--- config.mk ---
export PLATFORM = sky130hd
export DESIGN_NAME = wbps_match_chain
export DESIGN_NICKNAME = d
export VERILOG_FILES = /design/src/hw/rtl/wbps_pkg.sv /design/src/hw/rtl/wbps_cell.sv /design/src/hw/rtl/wbps_match_chain.sv
export SDC_FILE = /design/constraint.sdc
export NUM_CORES = 1
export LEC_CHECK = 0
export BUFFER_PORTS_ARGS = -buffer_cell sky130_fd_sc_hd__buf_2
export CAP_MARGIN = 25
export CORE_AREA = 2 2 127 129
export CTS_CLUSTER_DIAMETER = 60
export CTS_CLUSTER_SIZE = 40
export DETAILED_ROUTE_END_ITERATION = 8
export DIE_AREA = 0 0 129 131
export HOLD_SLACK_MARGIN = 0.02
export PLACE_DENSITY = 0.65
export SYNTH_ARGS = -nofsm -noshare
export SYNTH_HDL_FRONTEND = slang
export SYNTH_SLANG_ARGS = --single-unit
--- constraint.sdc ---
create_clock -name clock -period 1.29 [get_ports clock]
set_input_delay 0.129 -clock clock [delete_from_list [all_inputs] [get_ports clock]]
set_output_delay 0.129 -clock clock [all_outputs]
set_load 0.03 [all_outputs]
--- src/hw/rtl/wbps_pkg.sv ---
// -----------------------------------------------------------------------------
// Wildcard byte pattern scanner package
// Shared types, register indexes and status codes.
// -----------------------------------------------------------------------------
package wbps_pkg;

   localparam int PAT_BYTES = 32;
   localparam int CSR_IDX_W = 3;
   localparam int CSR_DATA_W = 64;
   localparam int VALUE_W = 24;

   typedef logic [PAT_BYTES-1:0][7:0] pat_bytes_type;
   typedef logic [1:0] status_type;

   localparam status_type STATUS_FOUND = 2'd0;
   localparam status_type STATUS_NOMATCH = 2'd1;
   localparam status_type STATUS_OUTSIDE = 2'd2;
   localparam status_type STATUS_BADPAT = 2'd3;

   localparam logic [CSR_IDX_W-1:0] REG_PAT_A = 3'd0;
   localparam logic [CSR_IDX_W-1:0] REG_PAT_B = 3'd1;
   localparam logic [CSR_IDX_W-1:0] REG_PAT_C = 3'd2;
   localparam logic [CSR_IDX_W-1:0] REG_PAT_D = 3'd3;
   localparam logic [CSR_IDX_W-1:0] REG_CARE = 3'd4;
   localparam logic [CSR_IDX_W-1:0] REG_PLEN = 3'd5;
   localparam logic [CSR_IDX_W-1:0] REG_TOFF = 3'd6;
   localparam logic [CSR_IDX_W-1:0] REG_WMODE = 3'd7;

   typedef struct packed {
      logic clear;
      logic shift;
   } chain_ctrl_type;

endpackage

--- src/hw/rtl/wbps_cell.sv ---
// -----------------------------------------------------------------------------
// Match cell
// Holds whether pattern bytes up to its own position matched ending at the
// latest code byte, and hands that flag on to the next cell.
// -----------------------------------------------------------------------------
module wbps_cell (
   input  logic                     clock,
   input  logic                     reset,
   input  wbps_pkg::chain_ctrl_type ctrl,
   input  logic [7:0]               code_byte,
   input  logic [7:0]               pat_byte,
   input  logic                     care,
   input  logic                     prev_match,
   output logic                     match
);
   import wbps_pkg::*;

   logic match_ff;
   logic match_in;

   always_comb begin
      match_in = match_ff;
      if (ctrl.clear) begin
         match_in = 1'b0;
      end else if (ctrl.shift) begin
         match_in = prev_match && (!care || (code_byte == pat_byte));
      end
   end

   always_ff @(posedge clock) begin
      if (reset) begin
         match_ff <= 1'b0;
      end else begin
         match_ff <= match_in;
      end
   end

   assign match = match_ff;

endmodule

--- src/hw/rtl/wbps_match_chain.sv ---
// -----------------------------------------------------------------------------
// Match chain
// A row of match cells; cell i reports a match of pattern bytes 0 to i
// ending at the most recent code byte.
// -----------------------------------------------------------------------------
module wbps_match_chain #(
   parameter int CELLS = 32
) (
   input  logic                     clock,
   input  logic                     reset,
   input  wbps_pkg::chain_ctrl_type ctrl,
   input  logic [7:0]               code_byte,
   input  wbps_pkg::pat_bytes_type  pattern,
   input  logic [31:0]              care_mask,
   output logic [CELLS-1:0]         match
);
   import wbps_pkg::*;

   logic [CELLS-1:0] prev;

   for (genvar i = 0; i < CELLS; i++) begin : g_cell
      if (i == 0) begin : g_head
         assign prev[i] = 1'b1;
      end else begin : g_body
         assign prev[i] = match[i-1];
      end
      wbps_cell u_cell (
         .clock      (clock),
         .reset      (reset),
         .ctrl       (ctrl),
         .code_byte  (code_byte),
         .pat_byte   (pattern[i]),
         .care       (care_mask[i]),
         .prev_match (prev[i]),
         .match      (match[i])
      );
   end

endmodule

==> metrics.log <==
[metrics] part of the power in the clock network: 31.2%
[metrics] Relative slew margins: 72.5%
[metrics] portion of the post-synthesis area used by sequential elements: 12.8%
[metrics] Post-Route Setup TNS: 0 ns
[metrics] Net Count, Synth: 919
[metrics] die outline height: 131 microns
[metrics] arithmetic-cell share of the synthesized area counting full adders, half adders and majority gates: 0%
[metrics] Critical Path Fanout Max: 17
[metrics] Starting Density: 32.0%
[metrics] share of cell area taken by muxes after synthesis: 0%
[metrics] number of pins with negative max-slew slack in the final report: 0
[metrics] total power: 0.00393 W
[metrics] Post-Syn Area per Cell: 8.06 sq um
[metrics] Setup CP Type: primary input to flip-flop
[metrics] power share of the combinational group: 43.5%
[metrics] endpoint of the lowest-slack register-to-register path: g_cell[28].u_cell.match
[metrics] cell breakdown of the critical path: buf_2 -> buf_12 -> xor2_1 -> nor4_2 -> buf_4 -> nand2_1 -> a31oi_1
[metrics] Filler Cells Inserted: 1582
[metrics] antenna violation net count after detailed routing: 0
[metrics] IO Count: 332
[metrics] max FFs per register: 32
[metrics] Clock Sinks: 32
[metrics] share of Yosys cell area claimed by the top area cell type: 38.3%
[metrics] post-layout minimum cycle time: 1.21 ns
[metrics] RD Place Congestion: 0.951
[metrics] kind of path behind the tightest hold check: primary input to flip-flop
[metrics] final worst setup slack: 0.0834 ns
[metrics] proportion of layout cells with a drive suffix above 1: 48.4%
[metrics] vias post-DR: 5290
[metrics] drc violations: 0
[metrics] Final nets: 1232
[metrics] proportion of register bits with asynchronous set or reset after synthesis: 0%
[metrics] cell accounting for the most synthesized area: sky130_fd_sc_hd__xor2_1
[metrics] H-tree depth reported by CTS: 2
[metrics] run status: finished, final reports clean
[metrics] hold-critical path endpoint: g_cell[26].u_cell.match
[metrics] Final Hold Violating Endpoints: 0
[metrics] maximum single-stage delay on the critical path: 0.37 ns
[metrics] slowest stage cell, crit path: sky130_fd_sc_hd__nor4_2
[metrics] area of the mapped netlist: 4990 sq um
[metrics] f_max: 0.829 GHz
[metrics] antenna violations before repair: 1
[metrics] # rows: 46
[metrics] most common cell in the netlist: sky130_fd_sc_hd__xor2_1
[metrics] worst vdd ir: 0.408 mV
[metrics] post-CTS setup buffers: 0
[metrics] cell leakage power: 3.27 nW
[metrics] Ys Warns: 0
[metrics] register cell area after layout: 641 sq um
[metrics] actual transition at the worst max-transition pin: 0.412 ns
[metrics] post-detailed-route via-to-cell ratio: 4.60
[metrics] PortBufs: 331
[metrics] iteration-0 DRC count of the detailed router: 240
[metrics] first-pass GRT wire length: 27200 microns
[metrics] cell types with the largest area share after synthesis: sky130_fd_sc_hd__xor2_1 38%, sky130_fd_sc_hd__dfxtp_1 13%, sky130_fd_sc_hd__xnor2_1 6.7%
[metrics] Seq pwr share: 25.2%
[metrics] data required time at the worst endpoint: 1.50 ns
[metrics] total congestion overflow: 0
[metrics] Synth cell types: 23
[metrics] number of synthesized flops with an enable pin: 0
[metrics] total CTS buffers: 5
[metrics] register bit total from synthesis: 32
[metrics] reg-to-reg setup timing slack: 0.37 ns
[metrics] switching power as a share of total power: 32.6%
[metrics] maximum number of buffers from clock root to sink: 2
[metrics] core box area: 15600 sq um
[metrics] count of endpoints failing setup in the final report: 0
[metrics] commonest register cell after synthesis: sky130_fd_sc_hd__dfxtp_1
[metrics] worst hold start: care_mask[26]
[metrics] total global-route track usage: 21.2%
[metrics] Hold Worst Slack: 0.141 ns
[metrics] routed wire length per instance: 16.1 microns
[metrics] number of global-route vias before repair: 5271
[metrics] CP Capture Type: flip-flop
[metrics] Pint: 0.00265 W
[metrics] maximum clock skew at final layout: 0.00418 ns
[metrics] power dissipated by switching net loads: 0.00128 W
[metrics] HPWL after detailed placement: 15800 microns
[metrics] Place WS: -0.487 ns
[metrics] first drt pass iteration count: 4
[metrics] Layout Area Growth over Synthesis: 43.0%
[metrics] most frequent cells after synthesis: 218 x sky130_fd_sc_hd__xor2_1, 63 x sky130_fd_sc_hd__nand2_1, 39 x sky130_fd_sc_hd__buf_4
[metrics] total power per unit cell area: 551 nW/um^2
[metrics] startpoint type of the worst setup path: primary input
[metrics] root buffer selected by CTS: sky130_fd_sc_hd__clkbuf_16
[metrics] x dimension of the die: 129 microns
[metrics] Clock transition at path regs: 0.05 ns
[metrics] Reg-to-Reg Start: g_cell[28].u_cell.match
[metrics] clock tree from TritonCTS: built
[metrics] Simple-Gate Fraction of Synth Area: 19.2%
[metrics] total area of multi-input combinational cells: 3700 sq um
[metrics] Hold Crit Depth: 4
[metrics] post-synthesis share of cell area spent on xor and xnor gates: 45.0%
[metrics] max cap viols: 0
[metrics] Clk Latency, worst-skew pair: 0.28 ns
[metrics] DIE AREA: 16900 sq um
[metrics] data arrival at the endpoint of the critical path: 1.42 ns
[metrics] maximum number of pins on one net before global-route repair: 37
[metrics] path depth of the worst reg2reg path: 4
[metrics] total length of routed wires: 18600 microns
[metrics] combinational family with the most area after synthesis: XOR/XNOR gates
[metrics] synthesized netlist cell count: 619
[metrics] final period utilization: 93.5%
[metrics] RSZ-0062 raised after global routing: no
[metrics] complex-gate fraction of the synthesized area: 9.48%
-- final cells by class --
| class | instances | share of cell area (%) |
|---|---|---|
| multi-input combinational | 479 | 52.0 |
| timing repair buffer | 383 | 31.5 |
| sequential | 32 | 8.98 |
| tap | 216 | 3.79 |
| clock buffer | 8 | 2.05 |
| inverter | 31 | 1.63 |
| antenna | 1 | 0.0351 |
-- worst max path at each step --
stage	startpoint	cells past startpoint	to	slack, ns
2_1_floorplan	code_byte[4]	6	g_cell[11].u_cell.match	0.07
3_3_place_gp	code_byte[6]	7	g_cell[31].u_cell.match	-0.39
3_5_place_dp	code_byte[6]	7	g_cell[31].u_cell.match	-0.49
4_1_cts	code_byte[6]	7	g_cell[1].u_cell.match	0.05
5_1_grt	code_byte[6]	7	g_cell[0].u_cell.match	0.007
6_report	code_byte[6]	7	g_cell[0].u_cell.match	0.08
-- logic make-up (layout without fill, tap and decap cells) --
group | after synthesis | in the layout
and+or+nand+nor | 159 | 159
AOI/OAI and AO/OA | 64 | 64
other | 0 | 1
DFF | 32 | 32
buffers and inverters | 108 | 422
xor gates and xnor gates | 256 | 256
-- routing by layer --
layer | wire length [microns] | GRT usage (%) | part of all wire [%] | vias up
li1 | - | - | - | 2635
met1 | 7650 | 26.4 | 41 | 2376
met2 | 8970 | 36.4 | 48 | 247
met3 | 1520 | 4.64 | 8.2 | 32
met4 | 425 | 6.59 | 2.3 | 0
met5 | 0 | 0 | 0 | -
-- metrics by stage --
stage	instance area [sq um]	instances	utilization (%)
after floorplan	4990	619	-
after global placement	6940	1140	44.5
after detailed placement	6940	1140	44.5
after CTS	7110	1149	45.6
after global routing	7130	1150	45.7
final	7130	1150	45.7
-- what timing repair did --
| item | in CTS | in global routing |
|---|---|---|
| pin swaps | 0 | 1 |
| gates resized for setup | 2 | 3 |
| hold buffers | 1 | 0 |
| endpoints found under the hold margin | 1 | 0 |
| setup endpoints to repair | 1 | 3 |
-- power groups by stage --
stage	logic (W)	clock network (W)	registers [W]
detailed placement	0.00170	0	0.00101
CTS	0.00172	0.00129	0.000991
global placement	0.00168	0	0.00101
finish	0.00171	0.00123	0.000992
global route	0.00186	0.00133	0.000991
floorplan	0.000866	0	0.00101
-- critical path, delay by kind of cell --
family                 cells  cell delay, ns
XOR/XNOR                   1            0.17
AO/OA/AOI/OAI              1            0.16
buffers and inverters      3            0.52
AND/OR/NAND/NOR            2            0.42
-- placed cells by master, fill, tap and decap left out, types with 2 or more instances in the layout --
master and instances:
sky130_fd_sc_hd__buf_2 331, sky130_fd_sc_hd__xor2_1 218, sky130_fd_sc_hd__nand2_1 63, sky130_fd_sc_hd__xnor2_1 38
sky130_fd_sc_hd__buf_4 35, sky130_fd_sc_hd__dfxtp_1 32, sky130_fd_sc_hd__inv_1 31, sky130_fd_sc_hd__o22ai_1 31
sky130_fd_sc_hd__nand3_1 30, sky130_fd_sc_hd__or4_4 29, sky130_fd_sc_hd__o21ai_2 29, sky130_fd_sc_hd__nor4_1 28
sky130_fd_sc_hd__buf_12 16, sky130_fd_sc_hd__clkbuf_16 5, sky130_fd_sc_hd__nor4_2 3, sky130_fd_sc_hd__nand4_1 2
sky130_fd_sc_hd__clkbuf_1 2
(Power assumes the default switching activity.)
